## src/hw/rtl/iirdf1_pkg.sv

```systemverilog
// ----------------------------------------------------------------------------
// iirdf1_pkg
// Shared types and constants of the direct form I IIR filter.
// ----------------------------------------------------------------------------
package iirdf1_pkg;

	localparam int DEFAULT_MAX_TAPS       = 16;
	localparam int DEFAULT_COEF_FRAC_BITS = 24;

	localparam int SAMPLE_W  = 16;
	localparam int COEF_W    = 32;
	localparam int COUNT_W   = 5;
	localparam int ACTION_W  = 2;
	localparam int COEF_IDX_W = 4;
	localparam int CFG_IDX_W = 4;
	localparam int CFG_DATA_W = 32;

	localparam logic [ACTION_W-1:0] ACT_FILTER   = ACTION_W'(0);
	localparam logic [ACTION_W-1:0] ACT_WRITE_FB = ACTION_W'(1);
	localparam logic [ACTION_W-1:0] ACT_WRITE_FF = ACTION_W'(2);

	localparam logic [CFG_IDX_W-1:0] REG_FEEDBACK_COUNT    = CFG_IDX_W'(0);
	localparam logic [CFG_IDX_W-1:0] REG_FEEDFORWARD_COUNT = CFG_IDX_W'(1);

	typedef struct packed {
		logic [ACTION_W-1:0]        action;
		logic signed [SAMPLE_W-1:0] sample_in;
		logic                       block_start;
		logic [COEF_IDX_W-1:0]      coef_index;
		logic signed [COEF_W-1:0]   coef_value;
	} item_t;

	typedef struct packed {
		logic signed [SAMPLE_W-1:0] sample_out;
		logic                       saturated;
	} result_t;

	typedef struct packed {
		logic [CFG_IDX_W-1:0]  reg_index;
		logic [CFG_DATA_W-1:0] write_data;
	} cfg_t;

	typedef struct packed {
		logic clear;
		logic valid;
		logic negate;
	} mac_ctl_t;

endpackage

```

## src/hw/rtl/iirdf1_stream_if.sv

```systemverilog
// ----------------------------------------------------------------------------
// iirdf1_stream_if
// Valid/ready channel that moves one word of type payload_t per handshake.
// ----------------------------------------------------------------------------
interface iirdf1_stream_if #(
	parameter type payload_t = logic
);
	logic     valid;
	logic     ready;
	payload_t payload;

	modport source (output valid, output payload, input ready);
	modport sink (input valid, input payload, output ready);
endinterface

```

## src/hw/rtl/iirdf1_mac.sv

```systemverilog
// ----------------------------------------------------------------------------
// iirdf1_mac
// Multiply-accumulate datapath with half-up rounding and 16-bit saturation.
// ----------------------------------------------------------------------------
module iirdf1_mac #(
	parameter int MAX_TAPS       = iirdf1_pkg::DEFAULT_MAX_TAPS,
	parameter int COEF_FRAC_BITS = iirdf1_pkg::DEFAULT_COEF_FRAC_BITS
) (
	input  logic                                  clk,
	input  logic                                  arst_n,
	input  iirdf1_pkg::mac_ctl_t                  ctl,
	input  logic signed [iirdf1_pkg::COEF_W-1:0]   coef_s1,
	input  logic signed [iirdf1_pkg::SAMPLE_W-1:0] hist_s1,
	output logic                                  busy,
	output iirdf1_pkg::result_t                   res
);
	localparam int COEF_W   = iirdf1_pkg::COEF_W;
	localparam int SAMPLE_W = iirdf1_pkg::SAMPLE_W;
	localparam int PROD_W   = COEF_W + SAMPLE_W;
	localparam int ACC_W    = PROD_W + $clog2(2 * MAX_TAPS) + 1;

	localparam logic signed [ACC_W-1:0] HALF    = ACC_W'(1) << (COEF_FRAC_BITS - 1);
	localparam logic signed [ACC_W-1:0] POS_LIM = (ACC_W'(1) << (SAMPLE_W - 1)) - ACC_W'(1);
	localparam logic signed [ACC_W-1:0] NEG_LIM = -(ACC_W'(1) << (SAMPLE_W - 1));

	logic signed [PROD_W-1:0] coef_ext;
	logic signed [PROD_W-1:0] hist_ext;
	logic signed [PROD_W-1:0] product_s2;
	logic                     valid_s2;
	logic                     negate_s2;
	logic signed [ACC_W-1:0]  acc_q;
	logic signed [ACC_W-1:0]  prod_acc;
	logic signed [ACC_W-1:0]  rnd_sum;
	logic signed [ACC_W-1:0]  rnd_shift;

	assign coef_ext = PROD_W'(coef_s1);
	assign hist_ext = PROD_W'(hist_s1);
	assign prod_acc = ACC_W'(product_s2);
	assign busy     = valid_s2;

	always_ff @(posedge clk or negedge arst_n) begin
		if (!arst_n) begin
			valid_s2 <= 1'b0;
		end else begin
			valid_s2 <= ctl.valid;
		end
	end

	always_ff @(posedge clk) begin
		product_s2 <= PROD_W'(coef_ext * hist_ext);
		negate_s2  <= ctl.negate;
		if (ctl.clear) begin
			acc_q <= '0;
		end else if (valid_s2) begin
			acc_q <= negate_s2 ? acc_q - prod_acc : acc_q + prod_acc;
		end
	end

	assign rnd_sum   = acc_q + HALF;
	assign rnd_shift = rnd_sum >>> COEF_FRAC_BITS;

	always_comb begin
		priority if (rnd_shift > POS_LIM) begin
			res.sample_out = POS_LIM[SAMPLE_W-1:0];
			res.saturated  = 1'b1;
		end else if (rnd_shift < NEG_LIM) begin
			res.sample_out = NEG_LIM[SAMPLE_W-1:0];
			res.saturated  = 1'b1;
		end else begin
			res.sample_out = rnd_shift[SAMPLE_W-1:0];
			res.saturated  = 1'b0;
		end
	end

endmodule

```

## src/hw/rtl/iir_filter_direct_form_one.sv

```systemverilog
// ----------------------------------------------------------------------------
// iir_filter_direct_form_one
// Direct form I IIR filter on 16-bit samples with Q8.24 coefficients.
// ----------------------------------------------------------------------------
//  channel    | dir | word     | content
//  item_ch    | in  | item_t   | action, sample_in, block_start, coef_index, coef_value
//  result_ch  | out | result_t | sample_out, saturated
//  cfg_ch     | in  | cfg_t    | reg_index, write_data (low 5 bits used)
//
// A coefficient write leaves the filter idle. A filter word steps through its used
// feedforward taps, then its used feedback taps, and then drains the multiplier;
// one shared multiplier reads one coefficient and one history sample per cycle.
// Reset gives the pass-through filter; no clearing pass is needed.
// The next word is taken while a result waits; a finished word stalls only
// when the output register is still full.
// ----------------------------------------------------------------------------
module iir_filter_direct_form_one #(
	parameter int MAX_TAPS       = iirdf1_pkg::DEFAULT_MAX_TAPS,
	parameter int COEF_FRAC_BITS = iirdf1_pkg::DEFAULT_COEF_FRAC_BITS
) (
	input  logic            clk,
	input  logic            arst_n,
	iirdf1_stream_if.sink   item_ch,
	iirdf1_stream_if.source result_ch,
	iirdf1_stream_if.sink   cfg_ch
);
	localparam int COEF_W   = iirdf1_pkg::COEF_W;
	localparam int SAMPLE_W = iirdf1_pkg::SAMPLE_W;
	localparam int COUNT_W  = iirdf1_pkg::COUNT_W;
	localparam int IDX_W    = $clog2(MAX_TAPS);
	localparam int CNT_W    = $clog2(MAX_TAPS + 1);

	localparam logic signed [COEF_W-1:0] COEF_ONE = COEF_W'(1) << COEF_FRAC_BITS;

	localparam logic SEL_FF = 1'b0;
	localparam logic SEL_FB = 1'b1;

	localparam logic [1:0] ST_IDLE  = 2'd0;
	localparam logic [1:0] ST_RUN   = 2'd1;
	localparam logic [1:0] ST_DRAIN = 2'd2;
	localparam logic [1:0] ST_DONE  = 2'd3;

	iirdf1_pkg::item_t    item;
	iirdf1_pkg::cfg_t     cfg;
	iirdf1_pkg::result_t  mac_res;
	iirdf1_pkg::result_t  result_q;
	iirdf1_pkg::mac_ctl_t mac_ctl;

	logic [1:0]         state_q;
	logic [COUNT_W-1:0] fb_count_q;
	logic [COUNT_W-1:0] ff_count_q;
	logic [IDX_W-1:0]   ptr_q;
	logic [CNT_W-1:0]   seen_q;
	logic [CNT_W-1:0]   nff_q;
	logic [CNT_W-1:0]   nfb_q;
	logic               phase_q;
	logic [CNT_W-1:0]   tap_q;
	logic               out_valid_q;

	logic signed [COEF_W-1:0]   coef_mem [2][MAX_TAPS];
	logic signed [SAMPLE_W-1:0] hist_mem [2][MAX_TAPS];
	logic [1:0][MAX_TAPS-1:0]   coef_valid_q;

	logic signed [COEF_W-1:0]   coef_rd_s1;
	logic signed [SAMPLE_W-1:0] hist_rd_s1;
	logic                       rd_valid_s1;
	logic                       negate_s1;
	logic                       coef_ok_s1;
	logic                       coef_one_s1;
	logic signed [COEF_W-1:0]   coef_s1;
	logic                       mac_busy;

	logic               item_acc;
	logic               cfg_acc;
	logic               filter_go;
	logic               coef_we;
	logic               coef_wsel;
	logic [IDX_W-1:0]   coef_waddr;
	logic               issue;
	logic               finish;
	logic               out_free;
	logic               hist_we;
	logic               hist_wsel;
	logic [IDX_W-1:0]   hist_waddr;
	logic signed [SAMPLE_W-1:0] hist_wdata;
	logic [IDX_W-1:0]   p_eff;
	logic [CNT_W-1:0]   seen_eff;
	logic [CNT_W-1:0]   na;
	logic [CNT_W-1:0]   nb;
	logic [CNT_W-1:0]   nff_d;
	logic [CNT_W-1:0]   nfb_d;
	logic [CNT_W:0]     p_ext;
	logic [CNT_W:0]     t_ext;
	logic [CNT_W:0]     ring;
	logic [IDX_W-1:0]   rd_caddr;
	logic [IDX_W-1:0]   rd_haddr;

	assign item = item_ch.payload;
	assign cfg  = cfg_ch.payload;

	assign item_ch.ready    = (state_q == ST_IDLE);
	assign cfg_ch.ready     = 1'b1;
	assign result_ch.valid  = out_valid_q;
	assign result_ch.payload = result_q;

	assign item_acc = item_ch.valid && item_ch.ready;
	assign cfg_acc  = cfg_ch.valid && cfg_ch.ready;
	assign out_free = !out_valid_q || result_ch.ready;

	// Tap counts of this word: a tap is used only once its history exists.
	always_comb begin
		p_eff    = item.block_start ? '0 : ptr_q;
		seen_eff = item.block_start ? '0 : seen_q;
		na = (32'(fb_count_q) > MAX_TAPS) ? CNT_W'(MAX_TAPS) : CNT_W'(fb_count_q);
		nb = (32'(ff_count_q) > MAX_TAPS) ? CNT_W'(MAX_TAPS) : CNT_W'(ff_count_q);
		nff_d = (nb > seen_eff) ? seen_eff + CNT_W'(1) : nb;
		if (na == '0) begin
			nfb_d = '0;
		end else begin
			nfb_d = ((na - CNT_W'(1)) > seen_eff) ? seen_eff : na - CNT_W'(1);
		end
	end

	always_comb begin
		p_ext    = (CNT_W + 1)'(ptr_q);
		t_ext    = (CNT_W + 1)'(tap_q);
		ring     = (p_ext >= t_ext) ? p_ext - t_ext
		                            : p_ext + (CNT_W + 1)'(MAX_TAPS) - t_ext;
		rd_haddr = IDX_W'(ring);
		rd_caddr = IDX_W'(tap_q);
	end

	always_comb begin
		filter_go  = 1'b0;
		coef_we    = 1'b0;
		coef_wsel  = (item.action == iirdf1_pkg::ACT_WRITE_FB) ? SEL_FB : SEL_FF;
		coef_waddr = IDX_W'(item.coef_index);
		issue      = 1'b0;
		finish     = 1'b0;
		unique case (state_q)
			ST_IDLE: begin
				if (item_acc) begin
					unique case (item.action)
						iirdf1_pkg::ACT_FILTER: begin
							filter_go = 1'b1;
						end
						iirdf1_pkg::ACT_WRITE_FB, iirdf1_pkg::ACT_WRITE_FF: begin
							coef_we = (32'(item.coef_index) < MAX_TAPS);
						end
						default: begin
						end
					endcase
				end
			end
			ST_RUN: begin
				issue = (phase_q == SEL_FF) ? (tap_q < nff_q) : (tap_q <= nfb_q);
			end
			ST_DRAIN: begin
			end
			ST_DONE: begin
				finish = out_free;
			end
			default: begin
			end
		endcase
	end

	always_comb begin
		hist_we    = filter_go || finish;
		hist_wsel  = finish ? SEL_FB : SEL_FF;
		hist_waddr = finish ? ptr_q : p_eff;
		hist_wdata = finish ? mac_res.sample_out : item.sample_in;
	end

	always_ff @(posedge clk or negedge arst_n) begin
		if (!arst_n) begin
			state_q      <= ST_IDLE;
			fb_count_q   <= COUNT_W'(0);
			ff_count_q   <= COUNT_W'(1);
			ptr_q        <= '0;
			seen_q       <= '0;
			nff_q        <= '0;
			nfb_q        <= '0;
			phase_q      <= SEL_FF;
			tap_q        <= '0;
			out_valid_q  <= 1'b0;
			coef_valid_q <= '0;
			rd_valid_s1  <= 1'b0;
		end else begin
			rd_valid_s1 <= issue;
			if (cfg_acc) begin
				if (cfg.reg_index == iirdf1_pkg::REG_FEEDBACK_COUNT) begin
					fb_count_q <= cfg.write_data[COUNT_W-1:0];
				end else if (cfg.reg_index == iirdf1_pkg::REG_FEEDFORWARD_COUNT) begin
					ff_count_q <= cfg.write_data[COUNT_W-1:0];
				end
			end
			if (coef_we) begin
				coef_valid_q[coef_wsel][coef_waddr] <= 1'b1;
			end
			if (finish) begin
				out_valid_q <= 1'b1;
			end else if (result_ch.ready) begin
				out_valid_q <= 1'b0;
			end
			unique case (state_q)
				ST_IDLE: begin
					if (filter_go) begin
						state_q <= ST_RUN;
						ptr_q   <= p_eff;
						seen_q  <= seen_eff;
						nff_q   <= nff_d;
						nfb_q   <= nfb_d;
						phase_q <= SEL_FF;
						tap_q   <= '0;
					end
				end
				ST_RUN: begin
					if (issue) begin
						tap_q <= tap_q + CNT_W'(1);
					end else if (phase_q == SEL_FF) begin
						phase_q <= SEL_FB;
						tap_q   <= CNT_W'(1);
					end else begin
						state_q <= ST_DRAIN;
					end
				end
				ST_DRAIN: begin
					if (!rd_valid_s1 && !mac_busy) begin
						state_q <= ST_DONE;
					end
				end
				ST_DONE: begin
					if (finish) begin
						state_q <= ST_IDLE;
						ptr_q   <= (32'(ptr_q) == MAX_TAPS - 1) ? '0 : ptr_q + IDX_W'(1);
						if (32'(seen_q) < MAX_TAPS) begin
							seen_q <= seen_q + CNT_W'(1);
						end
					end
				end
				default: begin
					state_q <= ST_IDLE;
				end
			endcase
		end
	end

	always_ff @(posedge clk) begin
		if (coef_we) begin
			coef_mem[coef_wsel][coef_waddr] <= item.coef_value;
		end
		if (issue) begin
			coef_rd_s1 <= coef_mem[phase_q][rd_caddr];
		end
	end

	always_ff @(posedge clk) begin
		if (hist_we) begin
			hist_mem[hist_wsel][hist_waddr] <= hist_wdata;
		end
		if (issue) begin
			hist_rd_s1 <= hist_mem[phase_q][rd_haddr];
		end
	end

	always_ff @(posedge clk) begin
		if (issue) begin
			negate_s1   <= (phase_q == SEL_FB);
			coef_ok_s1  <= coef_valid_q[phase_q][rd_caddr];
			coef_one_s1 <= (phase_q == SEL_FF) && (tap_q == '0);
		end
		if (finish) begin
			result_q <= mac_res;
		end
	end

	// A coefficient never written reads as its reset value.
	assign coef_s1 = coef_ok_s1 ? coef_rd_s1 : (coef_one_s1 ? COEF_ONE : '0);

	assign mac_ctl.clear  = filter_go;
	assign mac_ctl.valid  = rd_valid_s1;
	assign mac_ctl.negate = negate_s1;

	iirdf1_mac #(
		.MAX_TAPS       (MAX_TAPS),
		.COEF_FRAC_BITS (COEF_FRAC_BITS)
	) u_mac (
		.clk     (clk),
		.arst_n  (arst_n),
		.ctl     (mac_ctl),
		.coef_s1 (coef_s1),
		.hist_s1 (hist_rd_s1),
		.busy    (mac_busy),
		.res     (mac_res)
	);

	a_done_loads_result: assert property (@(posedge clk) disable iff (!arst_n)
		(state_q == ST_DONE && out_free) |=> out_valid_q)
		else $error("finished word did not reach the output register");

	a_ptr_in_range: assert property (@(posedge clk) disable iff (!arst_n)
		(32'(ptr_q) < MAX_TAPS) && (32'(seen_q) <= MAX_TAPS))
		else $error("history pointer or sample count out of range");

	a_read_in_run: assert property (@(posedge clk) disable iff (!arst_n)
		rd_valid_s1 |-> (state_q == ST_RUN || state_q == ST_DRAIN))
		else $error("history read outside of a filter word");

	a_idle_pipe_empty: assert property (@(posedge clk) disable iff (!arst_n)
		(rd_valid_s1 || mac_busy) |-> (state_q != ST_IDLE))
		else $error("new word taken while the accumulator is still busy");

endmodule

```

## src/flat_wrapper.sv

```systemverilog
// flat-port wrapper written by rule: the top's interface ports become plain ports
module iir_filter_direct_form_one_flat import iirdf1_pkg::*;
#(
	parameter int MAX_TAPS       = iirdf1_pkg::DEFAULT_MAX_TAPS,
	parameter int COEF_FRAC_BITS = iirdf1_pkg::DEFAULT_COEF_FRAC_BITS
)
  (clk, arst_n, item_ch_valid, item_ch_payload, item_ch_ready, result_ch_valid, result_ch_payload, result_ch_ready, cfg_ch_valid, cfg_ch_payload, cfg_ch_ready);
  iirdf1_stream_if #(.payload_t(item_t)) item_ch_i ();
  iirdf1_stream_if #(.payload_t(result_t)) result_ch_i ();
  iirdf1_stream_if #(.payload_t(cfg_t)) cfg_ch_i ();
  input  logic clk;
  input  logic arst_n;
  input wire logic [$bits(item_ch_i.valid)-1:0] item_ch_valid;
  input wire logic [$bits(item_ch_i.payload)-1:0] item_ch_payload;
  output wire logic [$bits(item_ch_i.ready)-1:0] item_ch_ready;
  output wire logic [$bits(result_ch_i.valid)-1:0] result_ch_valid;
  output wire logic [$bits(result_ch_i.payload)-1:0] result_ch_payload;
  input wire logic [$bits(result_ch_i.ready)-1:0] result_ch_ready;
  input wire logic [$bits(cfg_ch_i.valid)-1:0] cfg_ch_valid;
  input wire logic [$bits(cfg_ch_i.payload)-1:0] cfg_ch_payload;
  output wire logic [$bits(cfg_ch_i.ready)-1:0] cfg_ch_ready;
  assign item_ch_i.valid = item_ch_valid;
  assign item_ch_i.payload = item_ch_payload;
  assign item_ch_ready = item_ch_i.ready;
  assign result_ch_valid = result_ch_i.valid;
  assign result_ch_payload = result_ch_i.payload;
  assign result_ch_i.ready = result_ch_ready;
  assign cfg_ch_i.valid = cfg_ch_valid;
  assign cfg_ch_i.payload = cfg_ch_payload;
  assign cfg_ch_ready = cfg_ch_i.ready;
  iir_filter_direct_form_one #(.MAX_TAPS(MAX_TAPS), .COEF_FRAC_BITS(COEF_FRAC_BITS)) u_core (.clk(clk), .arst_n(arst_n), .item_ch(item_ch_i), .result_ch(result_ch_i), .cfg_ch(cfg_ch_i));
endmodule
```

## config.mk

```make
export PLATFORM = sky130hd
export DESIGN_NAME = iir_filter_direct_form_one_flat
export DESIGN_NICKNAME = d
export VERILOG_FILES = /design/src/hw/rtl/iirdf1_pkg.sv /design/src/hw/rtl/iirdf1_stream_if.sv /design/src/hw/rtl/iirdf1_mac.sv /design/src/hw/rtl/iir_filter_direct_form_one.sv /design/src/flat_wrapper.sv
export SDC_FILE = /design/constraint.sdc
export NUM_CORES = 2
export LEC_CHECK = 0
export BUFFER_PORTS_ARGS = -buffer_cell sky130_fd_sc_hd__buf_2
export CAP_MARGIN = 20
export CELL_PAD_IN_SITES_DETAIL_PLACEMENT = 0
export CELL_PAD_IN_SITES_GLOBAL_PLACEMENT = 1
export CORE_MARGIN = 5
export CORE_UTILIZATION = 49
export CTS_BUF_LIST = sky130_fd_sc_hd__clkbuf_4
export DETAILED_ROUTE_END_ITERATION = 7
export PLACE_DENSITY_LB_ADDON = 0.1
export SYNTH_ARGS = -nofsm -noshare
export SYNTH_HDL_FRONTEND = slang
export SYNTH_SLANG_ARGS = --single-unit
```

## constraint.sdc

```tcl
create_clock -name clk -period 13.8 [get_ports clk]
set_input_delay 2.07 -clock clk [delete_from_list [all_inputs] [get_ports clk]]
set_output_delay 2.07 -clock clk [all_outputs]
set_load 0.01 [all_outputs]
```

# Word-level counts from Yosys, hierarchy flattened
# Memory sizes are Yosys's and may differ from the RTL's.
# Index checks and enable logic that the tools add are counted.
[classes] n_lt_le_gt_ge=22 add_sub_neg=11 n_bitwise=7 n_reduce_logical=29 multipliers=1 eq_ne=14 n_mux=71
[ops] op="512-bit 2-to-1 mux" n=1
[ops] op="256-bit 2-to-1 mux" n=1
[ops] op="32-bit binary-select mux with 4-bit select" n=1
[ops] op="32-bit demux with 4-bit select" n=1
[ops] op="32-bit 2-to-1 mux" n=4
[ops] op="16-bit 2-to-1 mux" n=7
[ops] op="16-bit binary-select mux with 4-bit select" n=1
[ops] op="16-bit demux with 4-bit select" n=1
[ops] op="5-bit 2-to-1 mux" n=12
[ops] op="54-bit by 25-bit adder with 54-bit output, second input constant" n=1
[ops] op="54-bit by 48-bit adder with 54-bit output" n=1
[ops] op="54-bit 2-to-1 mux" n=1
[ops] op="54-bit by 48-bit subtractor with 54-bit output" n=1
[ops] op="32-bit by 16-bit multiplier with 48-bit output" n=1
[ops] op="17-bit 2-to-1 mux" n=2
[ops] op="32-bit bitwise OR" n=1
[ops] op="30-bit by 16-bit greater-than comparator with 1-bit output, second input constant" n=1
[ops] op="30-bit by 16-bit < comparator with 1-bit output, second input constant" n=1
[ops] op="25-bit 2-to-1 mux" n=1
[ops] op="4-bit 2-to-1 mux" n=6
[ops] op="5-bit >= comparator, second input constant" n=4
[ops] op="4-bit inverter with 5-bit output" n=4
[ops] op="5-bit case mux with 2 select lines" n=2
[ops] op="1-bit 2-to-1 mux" n=19
[ops] op="42 further kinds" n=80
[word_totals] elab_cells=181 out_inout_bits=20 reg_bits=243 n_memories=2 mem_bits_rw=1536 input_bits=96
[mem_list] name="u_core.coef_mem" depth=2 width=512 rd=1 rd_clocked_by_memory_dff=0 write_ports=1 line="iir_filter_direct_form_one.sv:60" text="logic signed [COEF_W-1:0] coef_mem [2][MAX_TAPS];"
[mem_list] name="u_core.hist_mem" depth=2 width=256 rd=1 rd_clocked_by_memory_dff=0 write_ports=1 line="iir_filter_direct_form_one.sv:61" text="logic signed [SAMPLE_W-1:0] hist_mem [2][MAX_TAPS];"

# Depth between registers and ports, before layout
[logic_depth] depth_word=10 ltp_mapped=29 depth_no_buf=26

# Modules after synthesis
# From an unflattened synthesis, not the netlist that was laid out.
[hier_totals] cells_unflattened=5925 hier_area_um2=90768.3
[modules_own_cells] module="iir_filter_direct_form_one" area_each_um2=65125.0 seq_area_each_um2=49944.2 cells_per_inst=2934 n_inst=1
[modules_own_cells] module="iirdf1_mac" area_each_um2=25643.3 seq_area_each_um2=2087.0 cells_per_inst=2991 n_inst=1

# Worst setup path after synthesis
# Ideal clock, no wire load.
[synth_timing] path_type="register to register" from="register u_core.coef_ok_s1" to="register u_core.u_mac.product_s2[45]" t_required_ps=13678 setup_ps=122 path_stages_with_launch=25 arrival_ps=6592 path_slack_ps=7086 path_cell_list="edfxtp_1 clkbuf_1 clkbuf_1 and2_1 clkbuf_1 nand2_1 fa_1 fa_1 fa_1 inv_1 fa_1 fa_1 inv_1 fa_1 inv_1 ha_1 clkbuf_1 nand2_1 or4_1 o2111ai_1 nand2_1 o31a_1 o221ai_1 nor4_1 a311o_1"
[synth_between] elab_chain_len=2
[synth_rtl] item="from (decl)" line="iir_filter_direct_form_one.sv:68" text="logic coef_ok_s1;"
[synth_rtl] item="from (signal assigned)" line="iir_filter_direct_form_one.sv:270" text="coef_ok_s1 <= coef_valid_q[phase_q][rd_caddr];"
[synth_rtl] item="32-bit 2-to-1 mux" line="iir_filter_direct_form_one.sv:279" text="assign coef_s1 = coef_ok_s1 ? coef_rd_s1 : (coef_one_s1 ? COEF_ONE : '0);"
[synth_rtl] item="32-bit by 16-bit multiplier with 48-bit output" line="iirdf1_mac.sv:50" text="product_s2 <= PROD_W'(coef_ext * hist_ext);"
[synth_rtl] item="to (signal assigned)" line="iirdf1_mac.sv:50"
[synth_rtl] item="to (decl)" line="iirdf1_mac.sv:28" text="logic signed [PROD_W-1:0] product_s2;"
# Every way passes these cells.
# A chain may end at the register's enable or synchronous reset.

# Worst setup path after layout
[layout_timing] from="register u_core.coef_ok_s1" to="register u_core.u_mac.product_s2[47]"
# The elaborated chain is that of the path after synthesis.

==> run summary <==
The first global-routing pass estimated 350.8 mm of wire. Critical register-to-register path startpoint: u_core.coef_ok_s1. The run finished with clean final reports.

The tools report the aggregate routed wire length as 235.5 mm. The weighted congestion at the end of routability-driven global placement was 0.8235. For the pin with the worst max-slew slack, the measured transition is 1.091 ns. The share of final-layout standard cells stronger than drive strength 1 is 24.80%. The average cell area after synthesis was 15.61 um^2; the clock-pin slew on the worst setup and hold paths was 0.06 ns.

The floorplan step set the die width to 439.2 um. After Yosys synthesis, XOR and XNOR cells account for 1.678% of the synthesized area. Buffers placed on the I/O ports in this run total 87. The level count of the clock H-tree is 5.

After filler insertion, the fill cell instance count of the layout stands at 15250. The logs give 0 for the residual DRC count and 233 for the pin count of the biggest net entering global routing. The worst path uses 58.27% of the clock period. The proportion of synthesized chip area in sequential cells was 57.64%. The setup path with the least slack is of type flip-flop to flip-flop. Before antenna repair, the detailed router went through 5 iterations.

The required time of the critical path is 15.02 ns, and the number of nets with antenna violations after routing is 0. Leaving out fill and tap cells, the most frequent cells in the layout are 1604 x sky130_fd_sc_hd__edfxtp_1, 671 x sky130_fd_sc_hd__clkbuf_4, 604 x sky130_fd_sc_hd__inv_1. The startpoint identified for the worst hold timing path is u_core.rd_valid_s1. The end point of the worst hold path is u_core.u_mac.busy. The tools report the quantity of gates resized following cts as 0. The worst flop-to-flop path endpoint is u_core.u_mac.product_s2[47]. The path class of the tightest hold or removal check is flip-flop to flip-flop. Simple-gate portion of the synthesized area: 6.297%. Clock latency on the worst-skew pair, taken at its later pin, is 1.45 ns.

Summing the areas of all compound-gate instances in the mapped netlist gives 3.344% of the synthesized area. After synthesis the netlist holds a flip-flop and latch count of 1779. The kind of end point of the critical path is a flip-flop.

Synthesis produced a netlist whose cell count is 5784. The total die area is 0.1929 mm^2, and the number of DRC markers in iteration 0 is 4196. The HPWL after detailed placement was 145.3 mm; the via count of the first global-routing pass was 53950. The average wire per cell in the routed design was 26.30 um. During synthesis, Yosys emitted a total of 0 warnings. The number of clock sinks was 1779; the via density per instance was 5.691.

Setup repair after global routing left no endpoint under its margin. The post-synthesis mux area share is 13.62%, and the netlist area before placement is 0.09027 mm^2. Across the run, the number of max-cap violations was 0. The number of endpoints with negative hold slack in the final report was 0. Data arrives at the worst endpoint at 9.27 ns.

The run gives 0 as the buffers inserted during post-CTS setup optimization. The run gives 0.1831 mm^2 as the core box area. Buffers inserted during clock tree synthesis total 461. The run gives 0 as the number of pins exceeding their max-slew limit in the final report. The critical path startpoint category is a flip-flop. Summing over every cut layer, the via total after detailed routing is 50950. The smallest clock period supported by the final layout is computed as 8.041 ns. The number of standard-cell rows in the floorplan was 157. The root buffer selected by CTS is sky130_fd_sc_hd__clkbuf_4. The tools report the count of nets after finishing as 6941. The number of hold buffers added after cts is 0, and the worst clock skew is 0.2371 ns. The tools report the aggregate negative setup slack as 0 ns. The area growth from synthesis to layout is 10.24%. By area, the combinational part of the netlist is dominated by adder cells. Synthesis instantiated 84 different standard cells from the library. In this run, synthesis inferred 1604 flip-flops with an integrated enable.

For the initial core utilization, the log shows 49.31%. The die height works out to 439.2 um. The synthesized net count is 6571. In the synthesized netlist the async set-or-reset flop fraction comes to 4.047%.

TritonCTS built the clock tree. The share of synthesized cell area in full adder, half adder and majority cells came out at 13.64%. The number of antenna violations at the first check in global routing came out at 26.

For this run, the leading register cell type out of synthesis is sky130_fd_sc_hd__edfxtp_1. Static timing analysis puts the maximum clock frequency at 124.4 MHz. The overflow left after global routing was 0.

For the deepest clock path buffer count, the log shows 4. The run gives 116 as the boundary pin count. Setup violations remaining at the end of the flow were counted as 0. The max-slew headroom at the worst pin is 27.27%.

Global routing used 24.87% of the available tracks across all layers. Depth of the most critical reg-to-reg path: 26. The worst hold path stage count is 0. The commonest non-fill, non-tap cell in the layout was sky130_fd_sc_hd__edfxtp_1. The highest net fanout along the worst path works out to 232. For the slack of the worst reg-to-reg path, the log shows 5.76 ns.
cell usage after synthesis (5+ instances only):
master	n	share of area, %
sky130_fd_sc_hd__nor2_1	222	0.92
sky130_fd_sc_hd__a211o_1	5	0.049
sky130_fd_sc_hd__nand2b_1	41	0.28
sky130_fd_sc_hd__o31a_1	5	0.049
sky130_fd_sc_hd__clkbuf_1	241	1.0
sky130_fd_sc_hd__inv_1	605	2.5
sky130_fd_sc_hd__nand3_1	53	0.29
sky130_fd_sc_hd__or3_1	9	0.062
sky130_fd_sc_hd__and3_1	222	1.5
sky130_fd_sc_hd__or2_2	34	0.24
sky130_fd_sc_hd__o31ai_1	8	0.067
sky130_fd_sc_hd__nor3_1	37	0.21
sky130_fd_sc_hd__mux2_2	76	0.95
sky130_fd_sc_hd__mux2i_1	37	0.41
sky130_fd_sc_hd__dfxtp_1	103	2.3
sky130_fd_sc_hd__nand2_1	385	1.6
sky130_fd_sc_hd__nand4_1	26	0.18
sky130_fd_sc_hd__dfrtp_1	71	2.0
sky130_fd_sc_hd__nor2b_1	36	0.25
sky130_fd_sc_hd__ha_1	203	2.8
sky130_fd_sc_hd__and4_1	5	0.049
sky130_fd_sc_hd__o21bai_1	18	0.15
sky130_fd_sc_hd__o21ai_2	10	0.097
sky130_fd_sc_hd__nor4_1	14	0.097
sky130_fd_sc_hd__a21oi_1	156	0.86
sky130_fd_sc_hd__fa_1	488	11
sky130_fd_sc_hd__xnor2_1	126	1.2
sky130_fd_sc_hd__o21ai_0	112	0.62
sky130_fd_sc_hd__a211oi_1	13	0.11
sky130_fd_sc_hd__edfxtp_1	1604	53
sky130_fd_sc_hd__a21o_1	63	0.52
sky130_fd_sc_hd__o22ai_1	8	0.055
sky130_fd_sc_hd__xor2_1	47	0.46
sky130_fd_sc_hd__a21boi_0	5	0.042
sky130_fd_sc_hd__mux4_2	490	12
sky130_fd_sc_hd__and2_1	41	0.28
sky130_fd_sc_hd__o211ai_1	7	0.058
sky130_fd_sc_hd__buf_1	44	0.18
sky130_fd_sc_hd__o21a_1	18	0.15
sky130_fd_sc_hd__a31oi_1	23	0.16
layout make-up:
cell class | count | area, um^2 | area share (%)
Sequential cell | 1779 | 52050 | 52.30
Inverter | 608 | 2287 | 2.298
Timing Repair Buffer | 199 | 1334 | 1.340
Clock inverter | 89 | 395.4 | 0.3973
Clock buffer | 671 | 5037 | 5.062
Antenna cell | 38 | 95.09 | 0.09555
Multi-Input combinational cell | 3105 | 35240 | 35.41
Tap cell | 2464 | 3083 | 3.098
layer usage:
layer | routed length, um | share of wire, % | vias up | global-route usage, %
li1 | - | - | 22280 | -
met1 | 98930 | 42 | 26740 | 34.00
met2 | 113600 | 48 | 1575 | 40.04
met3 | 15300 | 6.5 | 349 | 5.167
met4 | 7576 | 3.2 | 10 | 8.672
met5 | 71 | 0.030 | - | 0
state kept, by name, summed over array words and instances, names as in the netlist, 16 cells and up:
register	count
u_core.coef_mem	1024
u_core.hist_mem	512
u_core.u_mac.acc_q	54
u_core.u_mac.product_s2	48
u_core.coef_rd_s1	32
u_core.coef_valid_q	32
u_core.result_ch.payload	17
u_core.hist_rd_s1	16
critical path, cell delays in order, from the launching register on:
cell and delay, ns:
sky130_fd_sc_hd__edfxtp_1 0.38, sky130_fd_sc_hd__buf_12 0.47, sky130_fd_sc_hd__and2_1 0.53, sky130_fd_sc_hd__nand2_1 0.16
sky130_fd_sc_hd__fa_1 0.55, sky130_fd_sc_hd__inv_1 0.05, sky130_fd_sc_hd__fa_1 0.50, sky130_fd_sc_hd__inv_1 0.05
sky130_fd_sc_hd__fa_1 0.52, sky130_fd_sc_hd__inv_1 0.05, sky130_fd_sc_hd__fa_1 0.44, sky130_fd_sc_hd__fa_1 0.54
sky130_fd_sc_hd__inv_1 0.06, sky130_fd_sc_hd__fa_1 0.57, sky130_fd_sc_hd__inv_1 0.07, sky130_fd_sc_hd__ha_1 0.39
sky130_fd_sc_hd__a21o_1 0.21, sky130_fd_sc_hd__a21o_1 0.16, sky130_fd_sc_hd__a21oi_1 0.14, sky130_fd_sc_hd__o21ai_0 0.09
sky130_fd_sc_hd__a21oi_1 0.44, sky130_fd_sc_hd__o2111ai_1 0.21, sky130_fd_sc_hd__nand2_1 0.19, sky130_fd_sc_hd__o31a_1 0.27
sky130_fd_sc_hd__nand2_1 0.15, sky130_fd_sc_hd__a211o_1 0.29, sky130_fd_sc_hd__xnor2_1 0.25
per-stage QoR:
stage | cells | hold WS [ns] | utilization (%) | instance area, um^2 | setup slack (ns)
2_1_floorplan | 5784 | 0.3233 | - | 90270 | 7.086
3_3_place_gp | 8152 | 0.3590 | 51.32 | 93970 | 5.915
3_5_place_dp | 8154 | 0.3607 | 51.33 | 93980 | 5.822
4_1_cts | 8914 | 0.3751 | 54.30 | 99410 | 5.771
5_1_grt | 8945 | 0.3971 | 54.35 | 99500 | 5.278
6_report | 8953 | 0.3724 | 54.36 | 99520 | 5.759
cell families (layout without fill, tap and decap cells):
kind of cell | Yosys count | after routing
AO/OA/AOI/OAI | 483 | 483
XOR/XNOR | 173 | 173
adder cells (fa/ha/maj) | 691 | 691
buffers and inverters | 900 | 1567
flip-flops | 1779 | 1779
multiplexers | 605 | 605
other | 1 | 39
AND/OR/NAND/NOR | 1152 | 1152
worst max path at each step:
| stage | startpoint | to | slack (ns) | cells after the start |
|---|---|---|---|---|
| 2_1_floorplan | u_core.coef_ok_s1 | u_core.u_mac.product_s2[45] | 7.09 | 24 |
| 3_3_place_gp | u_core.coef_ok_s1 | u_core.u_mac.product_s2[47] | 5.91 | 24 |
| 3_5_place_dp | u_core.coef_ok_s1 | u_core.u_mac.product_s2[47] | 5.82 | 26 |
| 4_1_cts | u_core.coef_ok_s1 | u_core.u_mac.product_s2[47] | 5.77 | 26 |
| 5_1_grt | u_core.coef_ok_s1 | u_core.u_mac.product_s2[47] | 5.28 | 26 |
| 6_report | u_core.coef_ok_s1 | u_core.u_mac.product_s2[47] | 5.76 | 26 |
Power is left out: the tool's default activity adds up to more than one toggle a clock period on the data nets, which glitch-free logic cannot reach.
